## config.mk

```make
export PLATFORM = sky130hd
export DESIGN_NAME = dual_axis_adc_average_minmax
export DESIGN_NICKNAME = d
export VERILOG_FILES = /design/src/design/dadc_pkg.sv /design/src/design/dual_axis_adc_average_minmax.sv
export SDC_FILE = /design/constraint.sdc
export NUM_CORES = 1
export LEC_CHECK = 0
export ABC_AREA = 1
export BUFFER_PORTS_ARGS = -buffer_cell sky130_fd_sc_hd__buf_2
export CAP_MARGIN = 20
export CORE_UTILIZATION = 45
export DETAILED_ROUTE_END_ITERATION = 7
export GPL_ROUTABILITY_DRIVEN = 1
export SLEW_MARGIN = 20
export SYNTH_ARGS = -nofsm -noshare
export SYNTH_HDL_FRONTEND = slang
export SYNTH_SLANG_ARGS = --single-unit
```

## constraint.sdc

```tcl
create_clock -name clk_i -period 6 [get_ports clk_i]
set_input_delay 0.6 -clock clk_i [delete_from_list [all_inputs] [get_ports clk_i]]
set_output_delay 0.6 -clock clk_i [all_outputs]
set_load 0.02 [all_outputs]
```

## src/design/dadc_pkg.sv

```systemverilog
package dadc_pkg;

  localparam int unsigned SampleW = 12;
  localparam int unsigned SlotW   = 4;
  localparam int unsigned SumW    = 15;
  localparam int unsigned ModeW   = 2;
  localparam int unsigned ProdW   = 2 * SampleW;

  // Samples per axis in one sequence is eight, so the mean is the sum shifted by three.
  localparam int unsigned MeanShift = 3;

  localparam logic [SampleW-1:0] FullScaleMv = 12'd3300;
  localparam logic [SampleW-1:0] AdcMax      = 12'd4095;
  localparam logic [SlotW-1:0]   FirstSlot   = 4'd0;
  localparam logic [SlotW-1:0]   LastSlot    = 4'd15;
  localparam logic [ModeW-1:0]   ModeTrackX  = 2'd0;

  localparam int unsigned WindowLengthDef = 10;

  localparam int unsigned InDataW  = 16;
  localparam int unsigned OutDataW = 88;

  function automatic logic [SampleW-1:0] to_millivolts(input logic [SampleW-1:0] mean);
    logic [ProdW-1:0] prod;
    prod = ProdW'(mean) * ProdW'(FullScaleMv);
    return prod[ProdW-1:SampleW];
  endfunction

endpackage

```

## src/design/dual_axis_adc_average_minmax.sv

```systemverilog
// Channel   Dir  Beat payload (lowest bit first)
// s_axis    in   sample[11:0], slot[15:12]
// m_axis    out  mean_x, mean_y_inverted, millivolts_x, millivolts_y,
//                tracked_mv, min_mv, max_mv (12 bits each), 4 zero bits on top
// cfg       in   display_mode, written whenever cfg_we_i is high
//
// One input beat is taken every cycle while s_axis_tready is high. After the beat with
// slot 15 is taken, its result passes the input register, mean register, millivolt
// register and output register, each a short step of logic.
// Reset (rst_ni low) clears the sums, the window counter, the minimum (to 3300),
// the maximum, the display mode and all valid flags.
// The input and mean stages each move forward whenever the stage after them is empty
// or moving, so they fill while m_axis stalls; the millivolt and output registers
// advance together whenever the output is empty or taken. s_axis_tready drops only
// while a slot 15 beat waits behind a full mean stage that a stalled output blocks.
module dual_axis_adc_average_minmax
  import dadc_pkg::*;
#(
  parameter int unsigned WINDOW_LENGTH = WindowLengthDef
) (
  input  logic                clk_i,
  input  logic                rst_ni,
  input  logic                s_axis_tvalid,
  output logic                s_axis_tready,
  input  logic [InDataW-1:0]  s_axis_tdata,   // sample[11:0], slot[15:12]
  output logic                m_axis_tvalid,
  input  logic                m_axis_tready,
  output logic [OutDataW-1:0] m_axis_tdata,   // mean_x, mean_y_inverted, millivolts_x,
                                              // millivolts_y, tracked_mv, min_mv,
                                              // max_mv, zero padding
  input  logic                cfg_we_i,
  input  logic [ModeW-1:0]    cfg_wdata_i
);

  localparam int unsigned WinCntW = $clog2(WINDOW_LENGTH + 1);
  localparam logic [WinCntW-1:0] WinLen = WinCntW'(WINDOW_LENGTH);

  // Display mode register.
  logic [ModeW-1:0] mode_q;

  // Stage A: the accepted beat.
  logic               a_valid_q;
  logic [SampleW-1:0] a_sample_q;
  logic [SlotW-1:0]   a_slot_q;
  logic               a_done;
  logic               a_ready;

  // Running sums.
  logic [SumW-1:0] sum_x_q, sum_x_d;
  logic [SumW-1:0] sum_y_q, sum_y_d;

  // Stage B: the two means.
  logic               b_valid_q;
  logic [SampleW-1:0] b_mean_x_q, b_mean_y_q;
  logic               b_ready;

  // Stage C: means plus millivolts.
  logic               c_valid_q;
  logic [SampleW-1:0] c_mean_x_q, c_mean_y_q, c_mv_x_q, c_mv_y_q, c_tracked_q;
  logic               c_ready;
  logic [SampleW-1:0] mv_x, mv_y;

  // Window tracking.
  logic [WinCntW-1:0] win_cnt_q, win_cnt_d;
  logic [SampleW-1:0] lowest_q, lowest_d, highest_q, highest_d;
  logic [WinCntW-1:0] win_base;
  logic [SampleW-1:0] low_base, high_base;

  // Output register.
  logic               o_valid_q;
  logic [SampleW-1:0] o_mean_x_q, o_mean_y_q, o_mv_x_q, o_mv_y_q, o_tracked_q;
  logic [SampleW-1:0] o_min_q, o_max_q;

  // Handshake chain, from the output back to the input.
  assign c_ready       = !o_valid_q || m_axis_tready;
  assign b_ready       = !b_valid_q || (c_ready);
  // A beat that does not end the sequence only updates the sums and needs no room ahead.
  assign a_done        = a_valid_q && ((a_slot_q != LastSlot) || b_ready);
  assign a_ready       = !a_valid_q || a_done;
  assign s_axis_tready = a_ready;

  // Sum update for the beat leaving stage A.
  always_comb begin
    sum_x_d = sum_x_q;
    sum_y_d = sum_y_q;
    if (a_slot_q == FirstSlot) begin
      sum_x_d = SumW'(a_sample_q);
      sum_y_d = '0;
    end else if (!a_slot_q[0]) begin
      sum_x_d = sum_x_q + SumW'(a_sample_q);
    end else begin
      sum_y_d = sum_y_q + SumW'(a_sample_q);
    end
  end

  assign mv_x = to_millivolts(b_mean_x_q);
  assign mv_y = to_millivolts(b_mean_y_q);

  // The window restarts before the first result once the count has reached its length.
  always_comb begin
    if (win_cnt_q >= WinLen) begin
      win_base  = '0;
      low_base  = FullScaleMv;
      high_base = '0;
    end else begin
      win_base  = win_cnt_q;
      low_base  = lowest_q;
      high_base = highest_q;
    end
    win_cnt_d = win_base + WinCntW'(1);
    lowest_d  = (c_tracked_q < low_base)  ? c_tracked_q : low_base;
    highest_d = (c_tracked_q > high_base) ? c_tracked_q : high_base;
  end

  // Control and state registers.
  always_ff @(posedge clk_i or negedge rst_ni) begin
    if (!rst_ni) begin
      mode_q    <= ModeTrackX;
      a_valid_q <= 1'b0;
      b_valid_q <= 1'b0;
      c_valid_q <= 1'b0;
      o_valid_q <= 1'b0;
      sum_x_q   <= '0;
      sum_y_q   <= '0;
      win_cnt_q <= '0;
      lowest_q  <= FullScaleMv;
      highest_q <= '0;
    end else begin
      if (cfg_we_i) begin
        mode_q <= cfg_wdata_i;
      end
      if (a_ready) begin
        a_valid_q <= s_axis_tvalid;
      end
      if (a_done) begin
        sum_x_q <= sum_x_d;
        sum_y_q <= sum_y_d;
      end
      if (b_ready) begin
        b_valid_q <= a_done && (a_slot_q == LastSlot);
      end
      if (c_ready) begin
        c_valid_q <= b_valid_q;
      end
      if (c_ready && c_valid_q) begin
        win_cnt_q <= win_cnt_d;
        lowest_q  <= lowest_d;
        highest_q <= highest_d;
      end
      if (c_ready) begin
        o_valid_q <= c_valid_q;
      end
    end
  end

  // Payload registers.
  always_ff @(posedge clk_i) begin
    if (a_ready) begin
      a_sample_q <= s_axis_tdata[SampleW-1:0];
      a_slot_q   <= s_axis_tdata[SampleW+SlotW-1:SampleW];
    end
    if (b_ready) begin
      b_mean_x_q <= sum_x_d[SumW-1:MeanShift];
      b_mean_y_q <= AdcMax - sum_y_d[SumW-1:MeanShift];
    end
    if (c_ready) begin
      c_mean_x_q  <= b_mean_x_q;
      c_mean_y_q  <= b_mean_y_q;
      c_mv_x_q    <= mv_x;
      c_mv_y_q    <= mv_y;
      c_tracked_q <= (mode_q == ModeTrackX) ? mv_x : mv_y;
    end
    if (c_ready) begin
      o_mean_x_q  <= c_mean_x_q;
      o_mean_y_q  <= c_mean_y_q;
      o_mv_x_q    <= c_mv_x_q;
      o_mv_y_q    <= c_mv_y_q;
      o_tracked_q <= c_tracked_q;
      o_min_q     <= lowest_d;
      o_max_q     <= highest_d;
    end
  end

  assign m_axis_tvalid = o_valid_q;
  assign m_axis_tdata  = {{(OutDataW - 7 * SampleW){1'b0}},
                          o_max_q, o_min_q, o_tracked_q, o_mv_y_q, o_mv_x_q,
                          o_mean_y_q, o_mean_x_q};

`ifndef ASSERT_OFF
  // The reported value always lies between the window minimum and maximum.
  assert property (@(posedge clk_i) disable iff (!rst_ni)
    o_valid_q |-> (o_min_q <= o_tracked_q) && (o_tracked_q <= o_max_q))
    else $error("tracked value outside window min/max");

  // The window counter never passes the window length.
  assert property (@(posedge clk_i) disable iff (!rst_ni)
    win_cnt_q <= WinLen)
    else $error("window counter overran");

  // Input backpressure only comes from a stalled, full output.
  assert property (@(posedge clk_i) disable iff (!rst_ni)
    !s_axis_tready |-> (o_valid_q && !m_axis_tready))
    else $error("input stalled without output backpressure");

  // Millivolt values stay below full scale.
  assert property (@(posedge clk_i) disable iff (!rst_ni)
    o_valid_q |-> (o_mv_x_q < FullScaleMv) && (o_mv_y_q < FullScaleMv))
    else $error("millivolt value at or above full scale");
`endif

endmodule
```

==> out/qor.txt, run 1 <==
# port buffers: 108
first-pass GRT wire length: 57900 um
# rows: 68
Layout Nets: 2003
Setup TNS: 0 ns
Via density: 5.10
Most used DFF post-synth: edfxtp_1
Die ar.: 0.0357 mm^2
Vias: 11300
Die Ht: 189 um
Required @ worst endpoint: 6.41 ns
Die Span X: 189 um
relative slew slack: 35.6%
clock root cell: clkbuf_16
GP Congestion: 0.890
Peak Freq: 215 MHz
worst-margin pin slew: 0.965 ns
Worst setup EP type: flop
RSZ-0062 raised after global routing: no
share of cells above drive strength 1: 10.4%
min cycle time layout: 4.65 ns
reg2reg setup slack: 1.35 ns
FF+latch count, synth: 248
PostCTS Resize Cnt: 0
Post-Synthesis Cells: 1609
Post-synth EDFFs: 184
router iterations before antenna repair: 5
synth unique cells: 43
TritonCTS buffer count: 29
CP arrival: 5.05 ns
mux contribution to synthesized area: 0.143%
Setup CP Type: reg2reg
vias in the first global route: 11200
Pins Over Slew Limit: 0
Placeable Area: 0.0345 mm^2
max cap viols: 0
# setup viols final: 0
Largest regs: sum_x_q (15), sum_y_q (15)
Routed WL per cell: 16.1 um
ANT cells: 0
Initial Util: 45.6%
startpoint types: flop
hold crit path type: in2reg
initial DRC count: 639
CTS tree: yes
Clock Latency Late Sink: 0.58 ns
largest family of logic cells by synthesized area: adder cells
Residual DRC: 0
Post-CTS Hold Buffers: 0
Post-Synth Adder-Cell Area: 22.7%
total track usage: 20.4%
Final Cycle Share: 77.4%
largest net degree at the start of global routing: 95
HPWL after detailed placement: 27300 um
Post-CTS Setup Inserts: 0
register area share after synthesis: 45.4%
final hold violations: 0
Routed WL: 35600 um
status: complete, no violations
Clock transition at path regs: 0.06 ns
CP max FO: 5
Final Skew: 0.0233 ns
post-synthesis simple-gate area fraction: 18.4%
Cell Area, Synth: 0.0157 mm^2
IO Pins: 113
XOR/XNOR share of the synthesized area: 1.50%
initial antenna violation count: 1
Antenna Nets Post-Route: 0
Synth Warn #: 0
global route overflow: 0
area grow syn2layout: 13.0%
Clock Tree Buf Depth: 3
Mean Syn Cell Area: 9.78 um^2
H-tree depth: 1
post-synthesis compound-gate area fraction: 5.78%
CTS sink count: 248
Post-synth ARST share: 25.8%
## cell type report
cell class	instances	area (um^2)
Tap cell	455	569
Clock buffer	32	747
Fill cell	3208	16700
Timing Repair Buffer	116	601
Multi-Input combinational cell	1121	7660
Sequential cell	248	7130
Inverter	214	808
Clock inverter	22	258
## layout by cell type (no fill, tap or decap), types with 29 or more instances in the layout
cell / count
nand2_1: 399
inv_1: 208
ha_1: 191
edfxtp_1: 184
nand3_1: 133
buf_2: 108
nor2_1: 72
a21oi_1: 64
fa_1: 59
dfrtp_1: 58
o21ai_0: 55
and2_1: 34
clkbuf_16: 29
## synthesized netlist by cell type, drive strengths merged, types with 2 or more instances
cell type  instances  share of area (%)
a21o              12               0.57
a21oi             64                2.0
a22o               4               0.22
and2              34                1.4
and3               2              0.080
buf               19               0.73
clkbuf            10               0.24
dfrtp             58                9.2
dfstp              6                1.0
edfxtp           184                 35
fa                59                7.5
ha               191                 15
inv              213                5.1
mux2               2               0.14
nand2            401                9.6
nand3            133                4.2
nand3b             7               0.33
nand4              9               0.36
nor2              74                1.8
nor2b              2              0.080
nor3              12               0.38
nor4               2               0.18
o211ai             2              0.095
o21a               5               0.24
o21ai             57                1.8
o21bai             9               0.43
o22ai              6               0.24
xnor2              7               0.39
xor2              20                1.1
## cell families (layout without fill, tap and decap cells)
group,Yosys count,in the layout
fa+ha+maj,250,250
flops,248,248
buf+inv,243,384
compound gates,162,162
xor+xnor,27,27
other cells,1,4
mux,2,2
simple gates,676,676
## path summary, 6_finish.rpt
path	start	to	cells past startpoint
setup / recovery	b_mean_x_q[6]	c_tracked_q[2]	17
hold / removal	s_axis_tdata[1]	a_sample_q[1]	1
setup reg to reg	b_mean_x_q[6]	c_tracked_q[2]	17
hold reg to reg	c_mean_x_q[6]	o_mean_x_q[6]	0
max in group asynchronous	rst_ni	sum_x_q[1]	2
min in group asynchronous	rst_ni	highest_q[7]	2
## per-stage QoR
step,utilization (%),worst slack (ns),cells,hold slack (ns),area (um^2)
2_1_floorplan,-,1.81,1612,0.304,15700
3_3_place_gp,48.7,1.29,2154,0.401,16800
3_5_place_dp,48.7,1.23,2154,0.405,16800
4_1_cts,51.6,1.23,2208,0.185,17800
5_1_grt,51.6,1.06,2208,0.185,17800
6_report,51.6,1.35,2208,0.214,17800
## worst max-delay path, cell delays in order (launching register included)
cell and delay, ns:
edfxtp_1 0.50, ha_1 0.33, inv_1 0.13, fa_1 0.46
fa_1 0.54, inv_1 0.05, fa_1 0.55, fa_1 0.42
ha_1 0.36, nand2_1 0.09, inv_1 0.08, nand3_1 0.12
inv_1 0.08, nand2_1 0.05, nand2_1 0.07, xor2_1 0.41
nand2_1 0.13, o21ai_0 0.11
## per-layer routing
metal  vias up  global-route usage (%)  part of all wire (%)
met5         -                       0                 0.031
met1      5329                    26.4                    45
li1       5630                       -                     -
met4         2                    6.70                   2.9
met3        59                    2.63                   4.1
met2       233                    35.3                    48
Power of run 1 is left out: the tool's default activity adds up to more than one toggle a clock period on the data nets, which glitch-free logic cannot reach.
==> run 2: changes to the inputs <==
Clock period 6 ns to 4 ns, I/O delays scaled along.
==> run 2 against run 1 <==
- sequential share of layout area shrank 4.3 points
- clock skew barely moved
- count of clock-buffer cells in the layout grew 5
- cell count is 6.3% higher
- maximum frequency grew 10%
- final area is 12% higher
- register-to-register slack got worse by 1.6 ns
- the run now ends with negative setup slack left
- critical path type unchanged
- non-clock buffer count up 140
- global-route usage rose by 0.80 points
==> out/qor.txt, run 2 (same netlist as run 1, synthesis figures left out) <==
status: finished with violations
failing checks: negative setup slack
TritonCTS buffer count: 29 (unchanged)
min-delay src: s_axis_tvalid
min cycle time layout: 4.22 ns (-0.428 ns)
first-pass GRT wire length: 60000 um (+3.7%)
Placeable Area: 0.0345 mm^2 (unchanged)
GP Congestion: 0.896 (+0.74%)
CP arrival: 4.55 ns (-0.50 ns)
Via density: 5.02 (-1.6%)
Die Ht: 189 um (unchanged)
Die ar.: 0.0357 mm^2 (unchanged)
Antenna Nets Post-Route: 0 (unchanged)
final hold violations: 0 (unchanged)
Routed WL per cell: 16.1 um (-0.24%)
share of cells above drive strength 1: 26.0% (+16 points)
total track usage: 21.2% (+0.80 points)
max cap viols: 0 (unchanged)
critical path startpoint: b_mean_x_q[2]
Worst setup EP type: flop
router iterations before antenna repair: 5 (unchanged)
RSZ-0062 raised after global routing: yes
CP max FO: 4 (-1)
R2R Path End: c_mv_x_q[10]
Clock Tree Buf Depth: 3 (unchanged)
ANT cells: 0 (unchanged)
Final Skew: 0.0230 ns (-0.000319 ns)
clock root cell: clkbuf_16
CTS sink count: 248 (unchanged)
# setup viols final: 33 (+33)
Residual DRC: 0 (unchanged)
CTS tree: yes
Non-Filler Instances: 2348 (+6.3%)
busiest grt layer: met2
hold crit path type: in2reg
reg2reg setup slack: -0.22 ns (-1.57 ns)
H-tree depth: 1 (unchanged)
initial antenna violation count: 0 (-1)
fill count: 2957 (-7.8%)
area grow syn2layout: 26.7%
met1 Use GR: 26.7% (+0.37 points)
Pins Over Slew Limit: 0 (unchanged)
# rows: 68 (unchanged)
vias in the first global route: 11900 (+6.0%)
Setup CP Type: reg2reg
relative slew slack: 45.9% (+10 points)
Final Cycle Share: 105% (+28 points)
Vias: 11800 (+4.7%)
# port buffers: 108 (unchanged)
global route overflow: 0 (unchanged)
Reg-to-Reg Start: b_mean_x_q[2]
Required @ worst endpoint: 4.33 ns (-2.08 ns)
M3 GR Usage: 2.72% (+0.093 points)
Hold Path Depth: 3 (+2)
min setup slack post-route: -0.218 ns (-1.57 ns)
Largest regs: sum_x_q (15), sum_y_q (15)
Die Span X: 189 um (unchanged)
DP Cell Count: 2258 (+4.8%)
IO Pins: 113 (unchanged)
Worst Setup EP: c_mv_x_q[10]
initial DRC count: 611 (-4.4%)
final instance area: 0.0199 mm^2 (+12%)
Clock Latency Late Sink: 0.57 ns (about the same)
startpoint types: flop
FF-to-FF path depth: 18 (+1)
Peak Freq: 237 MHz (+10%)
GR Layer Usage met2: 37.2% (+1.9 points)
most common cell after layout, fill and taps aside: nand2_1
Routed WL: 37800 um (+6.1%)
largest net degree at the start of global routing: 92 (-3.2%)
Initial Util: 45.6% (unchanged)
Clock transition at path regs: 0.06 ns (about the same)
commonest non-fill, non-tap cells in the layout: nand2_1 (352), inv_1 (184), edfxtp_1 (184)
Placement Cell Area: 0.0177 mm^2 (+5.3%)
Layout Nets: 2143 (+7.0%)
worst-margin pin slew: 0.811 ns (-0.154 ns)
HPWL after detailed placement: 28000 um (+2.6%)
[run 2: cell types whose count changed in the layout (fill, tap and decap cells not counted), sizes merged]
| cell | before | now |
|---|---|---|
| clkbuf | 32 | 37 |
| bufinv | 5 | 2 |
| clkinvlp | 4 | 1 |
| buf | 116 | 239 |
| clkinv | 11 | 12 |
| dlygate4sd3 | 0 | 17 |
[run 2: worst min-delay path by stage]
stage,end,slack (ns)
finish,a_valid_q,0.04
global placement,o_mv_y_q[11],0.40
floorplan,a_valid_q,0.10
global route,a_valid_q,0.02
detailed placement,o_mv_x_q[5],0.40
CTS,a_valid_q,0.002
[run 2: timing repair]
| action | 4_1_cts | 5_1_grt |
|---|---|---|
| hold buffers | 17 | 0 |
| cloned | 0 | 0 |
| resized for setup | 107 | 113 |
| hold endpoints to repair | 35 | 0 |
| pin swaps | 49 | 70 |
| buffers inserted | 13 | 10 |
| setup endpoints to repair | 36 | 36 |
[run 2: area by class of cell]
class | count | area (um^2) | share of cell area, %
clock inverters | 17 | 160 | 0.804
flip-flops and latches | 248 | 7130 | 35.8
clock buffers | 37 | 786 | 3.94
multi-input cells | 1121 | 8720 | 43.8
well taps | 455 | 569 | 2.86
inverters | 214 | 813 | 4.08
repair buffers | 256 | 1740 | 8.73
[run 2: worst max-delay path, cell delays in order (launching register included)]
cell,delay [ns]
edfxtp_1,0.50
ha_4,0.33
inv_2,0.04
fa_1,0.48
fa_1,0.50
inv_1,0.05
fa_1,0.50
fa_1,0.45
ha_4,0.35
nand2_4,0.06
inv_2,0.06
nand3_2,0.07
nor3_2,0.11
nand2_1,0.08
nand2_2,0.08
nand2_2,0.05
nand2_1,0.06
nand2_1,0.06
and2_1,0.15
[run 2: routing by layer]
metal	up-vias	share of wire [%]
li1	5898	-
met1	5549	43
met2	259	49
met3	71	4.1
met4	0	3.4
met5	-	0
[run 2: stage by stage]
| step | hold slack [ns] | setup WS, ns | setup TNS, ns | utilization, % |
|---|---|---|---|---|
| 2_1_floorplan | 0.104 | -0.0461 | -0.110 | - |
| 3_3_place_gp | 0.402 | -0.361 | -7.48 | 51.2 |
| 3_5_place_dp | 0.405 | -0.369 | -8.01 | 51.2 |
| 4_1_cts | 0.00166 | -0.223 | -4.73 | 56.3 |
| 5_1_grt | 0.0225 | -0.417 | -10.17 | 57.8 |
| 6_report | 0.0432 | -0.218 | -4.58 | 57.8 |
Power of run 2 is left out for the same reason.
